`config.mk`:
```
export PLATFORM = sky130hd
export DESIGN_NAME = epoch_seconds_to_calendar_top
export DESIGN_NICKNAME = d
export VERILOG_FILES = /design/src/rtl/core/e2c_pkg.sv /design/src/rtl/core/e2c_split.sv /design/src/rtl/core/e2c_date.sv /design/src/rtl/core/e2c_clock.sv /design/src/rtl/core/epoch_seconds_to_calendar_top.sv
export SDC_FILE = /design/constraint.sdc
export NUM_CORES = 2
export LEC_CHECK = 0
export ABC_AREA = 0
export BUFFER_PORTS_ARGS = -buffer_cell sky130_fd_sc_hd__buf_2
export CAP_MARGIN = 30
export CORE_UTILIZATION = 50
export DETAILED_ROUTE_END_ITERATION = 7
export HOLD_SLACK_MARGIN = 0.15
export PLACE_DENSITY_LB_ADDON = 0.2
export SYNTH_ARGS = -nofsm -noshare
export SYNTH_HDL_FRONTEND = slang
export SYNTH_HIERARCHICAL = 1
export SYNTH_SLANG_ARGS = --single-unit
export TNS_END_PERCENT = 5
```
`constraint.sdc`:
```
create_clock -name clk -period 8.5 [get_ports clk]
set_clock_uncertainty 0.2 [all_clocks]
set_input_delay 0.425 -clock clk [delete_from_list [all_inputs] [get_ports clk]]
set_output_delay 0.425 -clock clk [all_outputs]
set_load 0.05 [all_outputs]
```
`src/rtl/core/e2c_pkg.sv`:
```
`default_nettype none
// ----------------------------------------------------------------------------
// e2c_pkg: shared constants and helpers for the epoch-to-calendar converter
// Field widths, reciprocal constants for the divide-by-constant steps and the
// cumulative month-start tables.
// ----------------------------------------------------------------------------
package e2c_pkg;

  localparam int SecsW  = 32;
  localparam int DaysW  = 17;   // days since 1900-01-01, up to 75277
  localparam int DaysEW = 16;   // days since 1970-01-01, up to 49710
  localparam int SodW   = 17;   // seconds of day, below 86400
  localparam int YOffW  = 8;    // year offset from 1900, up to 206
  localparam int DoyW   = 9;    // day of year, 0 to 365
  localparam int RemW   = 12;   // seconds of hour, below 3600

  localparam int YearW  = 12;
  localparam int MonW   = 4;
  localparam int DayW   = 5;
  localparam int HourW  = 5;
  localparam int MinW   = 6;
  localparam int SecW   = 6;

  localparam int InDataW  = 32;
  localparam int OutDataW = 40;

  // secs / 86400 = (secs >> 7) / 675, exact as (x * DayRecip) >> 35
  localparam logic [25:0] DayRecip   = 26'd50903317;
  localparam int          DayShift   = 35;
  localparam logic [16:0] SecsPerDay = 17'd86400;
  localparam logic [16:0] BiasDays   = 17'd25567;

  // days / 365, exact as (days * YearRecip) >> 26
  localparam logic [17:0] YearRecip  = 18'd183861;
  localparam int          YearShift  = 26;
  localparam logic [8:0]  DaysPerYr  = 9'd365;

  // (sod >> 4) / 225, exact as (x * HourRecip) >> 21
  localparam logic [13:0] HourRecip  = 14'd9321;
  localparam int          HourShift  = 21;
  localparam logic [11:0] SecsPerHr  = 12'd3600;

  // (rem >> 2) / 15, exact as (x * MinRecip) >> 14
  localparam logic [10:0] MinRecip   = 11'd1093;
  localparam int          MinShift   = 14;
  localparam logic [5:0]  SecsPerMin = 6'd60;

  localparam logic [YearW-1:0] BaseYear = 12'd1900;

  // First day (from 1900-01-01) of year offset y, for y >= 1
  function automatic logic [DaysW-1:0] year_start(input logic [YOffW-1:0] y);
    logic [YOffW-1:0] ym1;
    begin
      ym1 = y - YOffW'(1);
      year_start = DaysW'(y) * DaysW'(DaysPerYr) + DaysW'(ym1 >> 2);
    end
  endfunction

  // Day of year on which month index m (0 = January) starts
  function automatic logic [DoyW-1:0] cum_days(input logic leap, input logic [3:0] m);
    logic [DoyW-1:0] base;
    begin
      case (m)
        4'd0:    base = 9'd0;
        4'd1:    base = 9'd31;
        4'd2:    base = 9'd59;
        4'd3:    base = 9'd90;
        4'd4:    base = 9'd120;
        4'd5:    base = 9'd151;
        4'd6:    base = 9'd181;
        4'd7:    base = 9'd212;
        4'd8:    base = 9'd243;
        4'd9:    base = 9'd273;
        4'd10:   base = 9'd304;
        4'd11:   base = 9'd334;
        default: base = 9'd0;
      endcase
      cum_days = (leap && m >= 4'd2) ? base + 9'd1 : base;
    end
  endfunction

endpackage
`default_nettype wire

```
`src/rtl/core/e2c_split.sv`:
```
`default_nettype none
// ----------------------------------------------------------------------------
// e2c_split: split seconds into days and seconds of day
// Three stages: reciprocal multiply, day count times 86400, subtract.
// ----------------------------------------------------------------------------
module e2c_split
  import e2c_pkg::*;
(
  input  wire logic             clk,
  input  wire logic             en,
  input  wire logic [SecsW-1:0] secs,
  output logic      [DaysW-1:0] days,   // days since 1900-01-01
  output logic      [SodW-1:0]  sod
);

  logic [SecsW-1:0]  s1_secs_r;
  logic [50:0]       s1_prod_r;
  logic [SecsW-1:0]  s2_secs_r;
  logic [SecsW-1:0]  s2_dm_r;
  logic [DaysW-1:0]  s2_days_r;
  logic [DaysW-1:0]  s3_days_r;
  logic [SodW-1:0]   s3_sod_r;
  logic [DaysEW-1:0] days_e;
  logic [SecsW-1:0]  sod_full;

  assign days_e   = s1_prod_r[DayShift +: DaysEW];
  assign sod_full = s2_secs_r - s2_dm_r;

  always_ff @(posedge clk) begin
    if (en) begin
      s1_secs_r <= secs;
      s1_prod_r <= 51'(secs[SecsW-1:7]) * 51'(DayRecip);
      s2_secs_r <= s1_secs_r;
      s2_dm_r   <= SecsW'(days_e) * SecsW'(SecsPerDay);
      s2_days_r <= DaysW'(days_e) + BiasDays;
      s3_days_r <= s2_days_r;
      s3_sod_r  <= sod_full[SodW-1:0];
    end
  end

  assign days = s3_days_r;
  assign sod  = s3_sod_r;

endmodule
`default_nettype wire

```
`src/rtl/core/e2c_date.sv`:
```
`default_nettype none
// ----------------------------------------------------------------------------
// e2c_date: day count to year, month and day of month
// Four stages: year estimate, year starts, one-step correction, month lookup.
// ----------------------------------------------------------------------------
module e2c_date
  import e2c_pkg::*;
(
  input  wire logic             clk,
  input  wire logic             en,
  input  wire logic [DaysW-1:0] days,
  output logic      [YearW-1:0] year,
  output logic      [MonW-1:0]  month,
  output logic      [DayW-1:0]  day
);

  logic [DaysW-1:0] d1_days_r;
  logic [34:0]      d1_prod_r;
  logic [DaysW-1:0] d2_days_r;
  logic [YOffW-1:0] d2_y0_r;
  logic [DaysW-1:0] d2_ys0_r;
  logic [DaysW-1:0] d2_ys1_r;
  logic [YOffW-1:0] d3_y_r;
  logic [DoyW-1:0]  d3_doy_r;
  logic [YearW-1:0] d4_year_r;
  logic [MonW-1:0]  d4_month_r;
  logic [DayW-1:0]  d4_day_r;

  logic [YOffW-1:0] y0;
  logic             late;
  logic [DaysW-1:0] doy_full;
  logic             leap;
  logic [3:0]       mon_idx;
  logic [DoyW-1:0]  day_raw;

  assign y0       = d1_prod_r[YearShift +: YOffW];
  // step back one year when the estimate starts after the target day
  assign late     = d2_days_r < d2_ys0_r;
  assign doy_full = d2_days_r - (late ? d2_ys1_r : d2_ys0_r);
  assign leap     = (d3_y_r[1:0] == 2'b00) && (d3_y_r != '0);

  always_comb begin
    mon_idx = 4'd0;
    for (int i = 1; i < 12; i++) begin
      if (d3_doy_r >= cum_days(leap, 4'(i))) mon_idx = 4'(i);
    end
  end

  assign day_raw = d3_doy_r - cum_days(leap, mon_idx) + 9'd1;

  always_ff @(posedge clk) begin
    if (en) begin
      d1_days_r  <= days;
      d1_prod_r  <= 35'(days) * 35'(YearRecip);
      d2_days_r  <= d1_days_r;
      d2_y0_r    <= y0;
      d2_ys0_r   <= year_start(y0);
      d2_ys1_r   <= year_start(y0 - YOffW'(1));
      d3_y_r     <= late ? d2_y0_r - YOffW'(1) : d2_y0_r;
      d3_doy_r   <= doy_full[DoyW-1:0];
      d4_year_r  <= YearW'(d3_y_r) + BaseYear;
      d4_month_r <= mon_idx + 4'd1;
      d4_day_r   <= day_raw[DayW-1:0];
    end
  end

  assign year  = d4_year_r;
  assign month = d4_month_r;
  assign day   = d4_day_r;

endmodule
`default_nettype wire

```
`src/rtl/core/e2c_clock.sv`:
```
`default_nettype none
// ----------------------------------------------------------------------------
// e2c_clock: seconds of day to hour, minute and second
// Four stages: hour estimate, hour remainder, minute estimate, remainders.
// ----------------------------------------------------------------------------
module e2c_clock
  import e2c_pkg::*;
(
  input  wire logic             clk,
  input  wire logic             en,
  input  wire logic [SodW-1:0]  sod,
  output logic      [HourW-1:0] hour,
  output logic      [MinW-1:0]  minute,
  output logic      [SecW-1:0]  second
);

  logic [SodW-1:0]  c1_sod_r;
  logic [26:0]      c1_prod_r;
  logic [HourW-1:0] c2_hour_r;
  logic [RemW-1:0]  c2_rem_r;
  logic [HourW-1:0] c3_hour_r;
  logic [RemW-1:0]  c3_rem_r;
  logic [20:0]      c3_prod_r;
  logic [HourW-1:0] c4_hour_r;
  logic [MinW-1:0]  c4_min_r;
  logic [SecW-1:0]  c4_sec_r;

  logic [HourW-1:0] hr;
  logic [SodW-1:0]  rem_full;
  logic [MinW-1:0]  mn;
  logic [RemW-1:0]  sec_full;

  assign hr       = c1_prod_r[HourShift +: HourW];
  assign rem_full = c1_sod_r - SodW'(hr) * SodW'(SecsPerHr);
  assign mn       = c3_prod_r[MinShift +: MinW];
  assign sec_full = c3_rem_r - RemW'(mn) * RemW'(SecsPerMin);

  always_ff @(posedge clk) begin
    if (en) begin
      c1_sod_r  <= sod;
      c1_prod_r <= 27'(sod[SodW-1:4]) * 27'(HourRecip);
      c2_hour_r <= hr;
      c2_rem_r  <= rem_full[RemW-1:0];
      c3_hour_r <= c2_hour_r;
      c3_rem_r  <= c2_rem_r;
      c3_prod_r <= 21'(c2_rem_r[RemW-1:2]) * 21'(MinRecip);
      c4_hour_r <= c3_hour_r;
      c4_min_r  <= mn;
      c4_sec_r  <= sec_full[SecW-1:0];
    end
  end

  assign hour   = c4_hour_r;
  assign minute = c4_min_r;
  assign second = c4_sec_r;

endmodule
`default_nettype wire

```
`src/rtl/core/epoch_seconds_to_calendar_top.sv`:
```
`default_nettype none
// ----------------------------------------------------------------------------
// epoch_seconds_to_calendar_top: epoch seconds to calendar date and time
// Usage:
//   Input stream (in_*): one word per timestamp, in_tdata = unsigned seconds
//   since 1970-01-01 00:00:00. Output stream (out_*): one word per input,
//   carrying year, month, day, hour, minute and second.
//   Leap years are offsets from 1900 that are multiples of four and nonzero,
//   so 2100 counts as leap; all ones maps to 2106-02-06 06:28:15.
//   A new word is taken every cycle while the output is not stalled; there
//   are seven register stages (3 split, then 4 parallel date and clock
//   stages), each holding at most one reciprocal multiply or constant
//   multiply-subtract.
//   Stall: all stages advance together when the output stage is empty or
//   taken; while out_tvalid is high and out_tready low, every stage holds
//   and in_tready drops, so nothing is lost or repeated. Empty stages still
//   advance only with the whole pipe.
//   Reset (rst_n low, synchronous) clears all stage valid bits; data
//   registers are not reset. There is no configuration.
// ----------------------------------------------------------------------------
module epoch_seconds_to_calendar_top
  import e2c_pkg::*;
(
  input  wire logic                clk,
  input  wire logic                rst_n,
  input  wire logic                in_tvalid,
  output logic                     in_tready,
  input  wire logic [InDataW-1:0]  in_tdata,   // [31:0] seconds
  output logic                     out_tvalid,
  input  wire logic                out_tready,
  // [11:0] year, [15:12] month, [20:16] day, [25:21] hour,
  // [31:26] minute, [37:32] second, [39:38] zero
  output logic      [OutDataW-1:0] out_tdata
);

  localparam int Stages = 7;

  logic [Stages-1:0] vld_r;
  logic              adv;
  logic [DaysW-1:0]  days;
  logic [SodW-1:0]   sod;
  logic [YearW-1:0]  year;
  logic [MonW-1:0]   month;
  logic [DayW-1:0]   day;
  logic [HourW-1:0]  hour;
  logic [MinW-1:0]   minute;
  logic [SecW-1:0]   second;

  // advance the whole pipe when the last word is gone or being taken
  assign adv       = !vld_r[Stages-1] || out_tready;
  assign in_tready = adv;

  always_ff @(posedge clk) begin
    if (!rst_n) begin
      vld_r <= '0;
    end else if (adv) begin
      vld_r <= {vld_r[Stages-2:0], in_tvalid};
    end
  end

  // seconds -> days since 1900 and seconds of day (3 stages)
  e2c_split u_split (
    .clk  (clk),
    .en   (adv),
    .secs (in_tdata[SecsW-1:0]),
    .days (days),
    .sod  (sod)
  );

  // days -> year, month, day (4 stages)
  e2c_date u_date (
    .clk   (clk),
    .en    (adv),
    .days  (days),
    .year  (year),
    .month (month),
    .day   (day)
  );

  // seconds of day -> hour, minute, second (4 stages, aligned with date)
  e2c_clock u_clock (
    .clk    (clk),
    .en     (adv),
    .sod    (sod),
    .hour   (hour),
    .minute (minute),
    .second (second)
  );

  assign out_tvalid = vld_r[Stages-1];
  assign out_tdata  = {2'b00, second, minute, hour, day, month, year};

endmodule
`default_nettype wire

```
==> run summary <==
GRT
--------------------------------------------------------------------------------------------
Overflow left after global routing                                                         0
Maximum number of pins on one net before global-route repair                             138
Global-route wire length before repair                                                110 mm
Vias in the first global route                                                         22400
Antenna violations before repair                                                           0
Global router's overall resource usage                                                 20.2%

DRT
--------------------------------------------------------------------------------------------
Number of iterations in the first detailed-routing pass                                    8
Routed WL per cell                                                                   16.5 um
Count of routing violations after the opening detailed-route iteration                   836
Final routed DRC violation total                                                           7
Via Count                                                                              20500
Overall routed net length                                                            65.8 mm
Routed via count divided by cell count                                                  5.13
Residual antenna-violating net count after detailed routing                                0

FLOORPLANNING
--------------------------------------------------------------------------------------------
Number of placement rows                                                                  94
Placeable core region                                                            66100 sq um
Effective utilization at floorplan                                                     50.8%
Horizontal die dimension                                                              261 um
Boundary pin count                                                                        78
Total Die Area                                                                   68200 sq um
Die outline height                                                                    261 um

SYNTH
--------------------------------------------------------------------------------------------
Synth warnings                                                                             6
Flip-flop and latch count after synthesis                                                300
Average cell area after synthesis                                                 11.3 sq um
Post-synthesis sequential area ratio                                                   26.6%
Library cells used by synthesis                                                           90
Top_reg_cell synth                                                              sky130_fd_sc_hd__edfxtp_1
List of most frequent post-synthesis cells                                      sky130_fd_sc_hd__inv_1 (798), sky130_fd_sc_hd__ha_1 (743), sky130_fd_sc_hd__fa_1 (362)
Number of synthesized flops with an enable pin                                           293
Area share of the leading cell type in the synthesized netlist                         27.7%
Mux share of post-synthesis cell area                                                 0.306%
Post-synthesis adder-cell area fraction                                                49.3%
Netlist area before placement                                                    33600 sq um
Synth top area cells                                                            sky130_fd_sc_hd__ha_1 (28%), sky130_fd_sc_hd__edfxtp_1 (26%), sky130_fd_sc_hd__fa_1 (22%), sky130_fd_sc_hd__inv_1 (8.9%), sky130_fd_sc_hd__xnor2_1 (3.1%)
Yosys top cell by area                                                          sky130_fd_sc_hd__ha_1
Asr flop ratio synth                                                                      0%
Complex-gate fraction of the synthesized area                                          6.13%
Library cell with the highest instance count after synthesis                    sky130_fd_sc_hd__inv_1
Basic-gate share of the synthesized area counting and, or, nand and nor cells          4.39%
XOR/XNOR share of the synthesized area                                                 4.07%
Post-Syn Instances                                                                      2979
Main combinational cell family by area after synthesis                           adder cells

OUTCOME
--------------------------------------------------------------------------------------------
Status                                                                          complete, but fails checks
Violated checks                                                                          DRC

FINISH
--------------------------------------------------------------------------------------------
Multi-input combinational cell area                                              21600 sq um
Net count reported at finish                                                            4245
Share of post-route cells with drive strength above 1                                  5.34%
Number of filler cells placed in the layout                                             5775
Area growth from synthesis to final layout                                             7.98%
Register Area                                                                     8940 sq um
Antenna diode count                                                                        0

STA
--------------------------------------------------------------------------------------------
Ratio of final minimum period to clock period                                          78.6%
Total of endpoints with negative setup slack in the final report                           0
Relative slew slack                                                                    37.4%
Final Hold Violating Endpoints                                                             0
Worst Max-Slew Pin Slew                                                               927 ps
Post-route minimum period                                                            6680 ps
Max Slew Vio Count                                                                         0
Unrepaired setup endpoints after global routing                                           no
Timing-limited maximum frequency                                                   0.150 GHz
Fin Setup TNS                                                                           0 ps

PLACED DESIGN
--------------------------------------------------------------------------------------------
Last weighted congestion value of the routability-driven placer                        0.916
Total of buffers placed on input and output ports                                         75
HPWL after detailed placement                                                        54.7 mm

WORST SETUP PATH
--------------------------------------------------------------------------------------------
Data arrival at the endpoint of the critical path                                    6760 ps
Required time of the worst setup path                                                8580 ps
Sequence of cells on the critical path                                          dlygate4sd3_1, buf_2, fa_1, inv_1, fa_1, inv_1, ha_1, fa_1, inv_1, fa_1, fa_1, inv_1, fa_1, ha_1, a21oi_1, nor3b_1, o211ai_2, nand3_2, o21ai_4, o21ai_2, a221oi_1, xnor2_1
Reg2reg start                                                                   u_date/d3_y_r[2]
Class of the most critical setup path                                                 in2reg
R2R Path End                                                                    u_date/day[4]
Kind of end point of the critical path                                              register
Startpoint type of the worst setup path                                           input port
Critical Path Most Common Cell                                                  sky130_fd_sc_hd__fa_1
Top cell family by delay on the critical path                                    adder cells
Cell type of the slowest stage on the worst timing path                         sky130_fd_sc_hd__fa_1
Number of cells on the worst reg-to-reg path                                              26
Largest fanout on the critical path                                                       10
CP max stage delay                                                                    570 ps
Minimum setup slack among reg-to-reg paths                                           1980 ps
Worst path buffer plus inverter count                                                      6

CLOCK TREE
--------------------------------------------------------------------------------------------
Clock tree from TritonCTS                                                              built
Clk buf depth                                                                              3
CTS clock-pin slew for the worst setup and hold paths                                  60 ps
Number of buffers created by CTS                                                          34
Worst-skew pair later-pin latency                                                     540 ps
CTS root buf                                                                    sky130_fd_sc_hd__clkbuf_16
Sink Count                                                                               300
Number of H-tree levels                                                                    2

WORST HOLD PATH
--------------------------------------------------------------------------------------------
Hold path startpoint                                                            u_date/d1_days_r[6]
Hold Path Stages                                                                           0
Capture endpoint of the worst hold path                                         u_date/d2_days_r[6]
Hold Path Class                                                                      reg2reg

JOB
--------------------------------------------------------------------------------------------
Max-cap viol count                                                                         0

state kept, by name (all words and copies together) (netlist names), 10 cells and up:
signal	cells
u_date/year	12
u_split/s1_prod_r	16
u_clock/c1_sod_r	12
u_split/sod	17
u_split/days	17
u_date/d2_days_r	17
u_clock/c2_rem_r	12
u_split/s2_dm_r	10
u_split/s2_days_r	17
u_split/s2_secs_r	17
u_split/s1_secs_r	17
u_date/d2_ys0_r	17
u_date/d1_days_r	17
cell type report:
cell class,count,area share [%]
clock buffers,39,2.43
clock inverters,19,0.421
inverters,799,8.29
multi-input cells,1868,59.5
flip-flops and latches,300,24.7
well taps,864,2.98
repair buffers,101,1.77
per-layer routing:
metal,GRT usage (%),share of wire (%)
met3,1.78,2.4
met2,37.9,52
met5,0,0
met4,6.22,2.9
met1,24.5,43
how the worst max path moves through the flow:
stage          cells past startpoint        startpoint                     to  slack (ps)
4_1_cts                           23      in_tdata[12]  u_split/s1_prod_r[48]        1840
3_5_place_dp                      22      in_tdata[12]  u_split/s1_prod_r[48]        1820
5_1_grt                           26  u_date/d3_y_r[2]          u_date/day[4]        1580
2_1_floorplan                     22      in_tdata[29]  u_split/s1_prod_r[43]        2400
3_3_place_gp                      22      in_tdata[12]  u_split/s1_prod_r[48]        1930
6_report                          22      in_tdata[11]  u_split/s1_prod_r[43]        1820
cells by family after synthesis:
family          count (synthesis)
compound gates                300
xor+xnor                      156
fa+ha+maj                    1105
buf+inv                       812
flops                         300
mux                            10
other cells                     1
simple gates                  295
metrics by stage:
stage               worst slack [ps]  std cells  hold slack (ps)  area (sq um)  utilization [%]
global placement                1930       3909              201         35000             52.9
floorplan                       2400       2980              200         33600                -
finish                          1820       3990              207         36200             54.8
global route                    1580       3990              209         36200             54.8
detailed placement              1820       3909              205         35000             52.9
CTS                             1840       3990              192         36200             54.8
timing repair:
item | 4_1_cts | 5_1_grt
hold endpoints to repair | 24 | 0
gates resized for setup | 0 | 0
buffers inserted | 0 | 0
hold buffers | 23 | 0
placed cells by master, fill, tap and decap left out, drive strengths merged, types with 22 or more instances in the layout:
| cell | synthesis | final |
|---|---|---|
| nand3 | 30 | 30 |
| xor2 | 38 | 38 |
| xnor2 | 118 | 118 |
| nor2 | 73 | 73 |
| ha | 743 | 743 |
| edfxtp | 293 | 293 |
| a21o | 39 | 39 |
| dlygate4sd3 | 0 | 23 |
| o21ai | 55 | 55 |
| clkbuf | 2 | 39 |
| fa | 362 | 362 |
| inv | 799 | 803 |
| a21oi | 90 | 90 |
| nor3 | 22 | 22 |
| nand2 | 86 | 86 |
| buf | 11 | 78 |
Power is left out: the tool's default activity adds up to more than one toggle a clock period on the data nets, which glitch-free logic cannot reach.
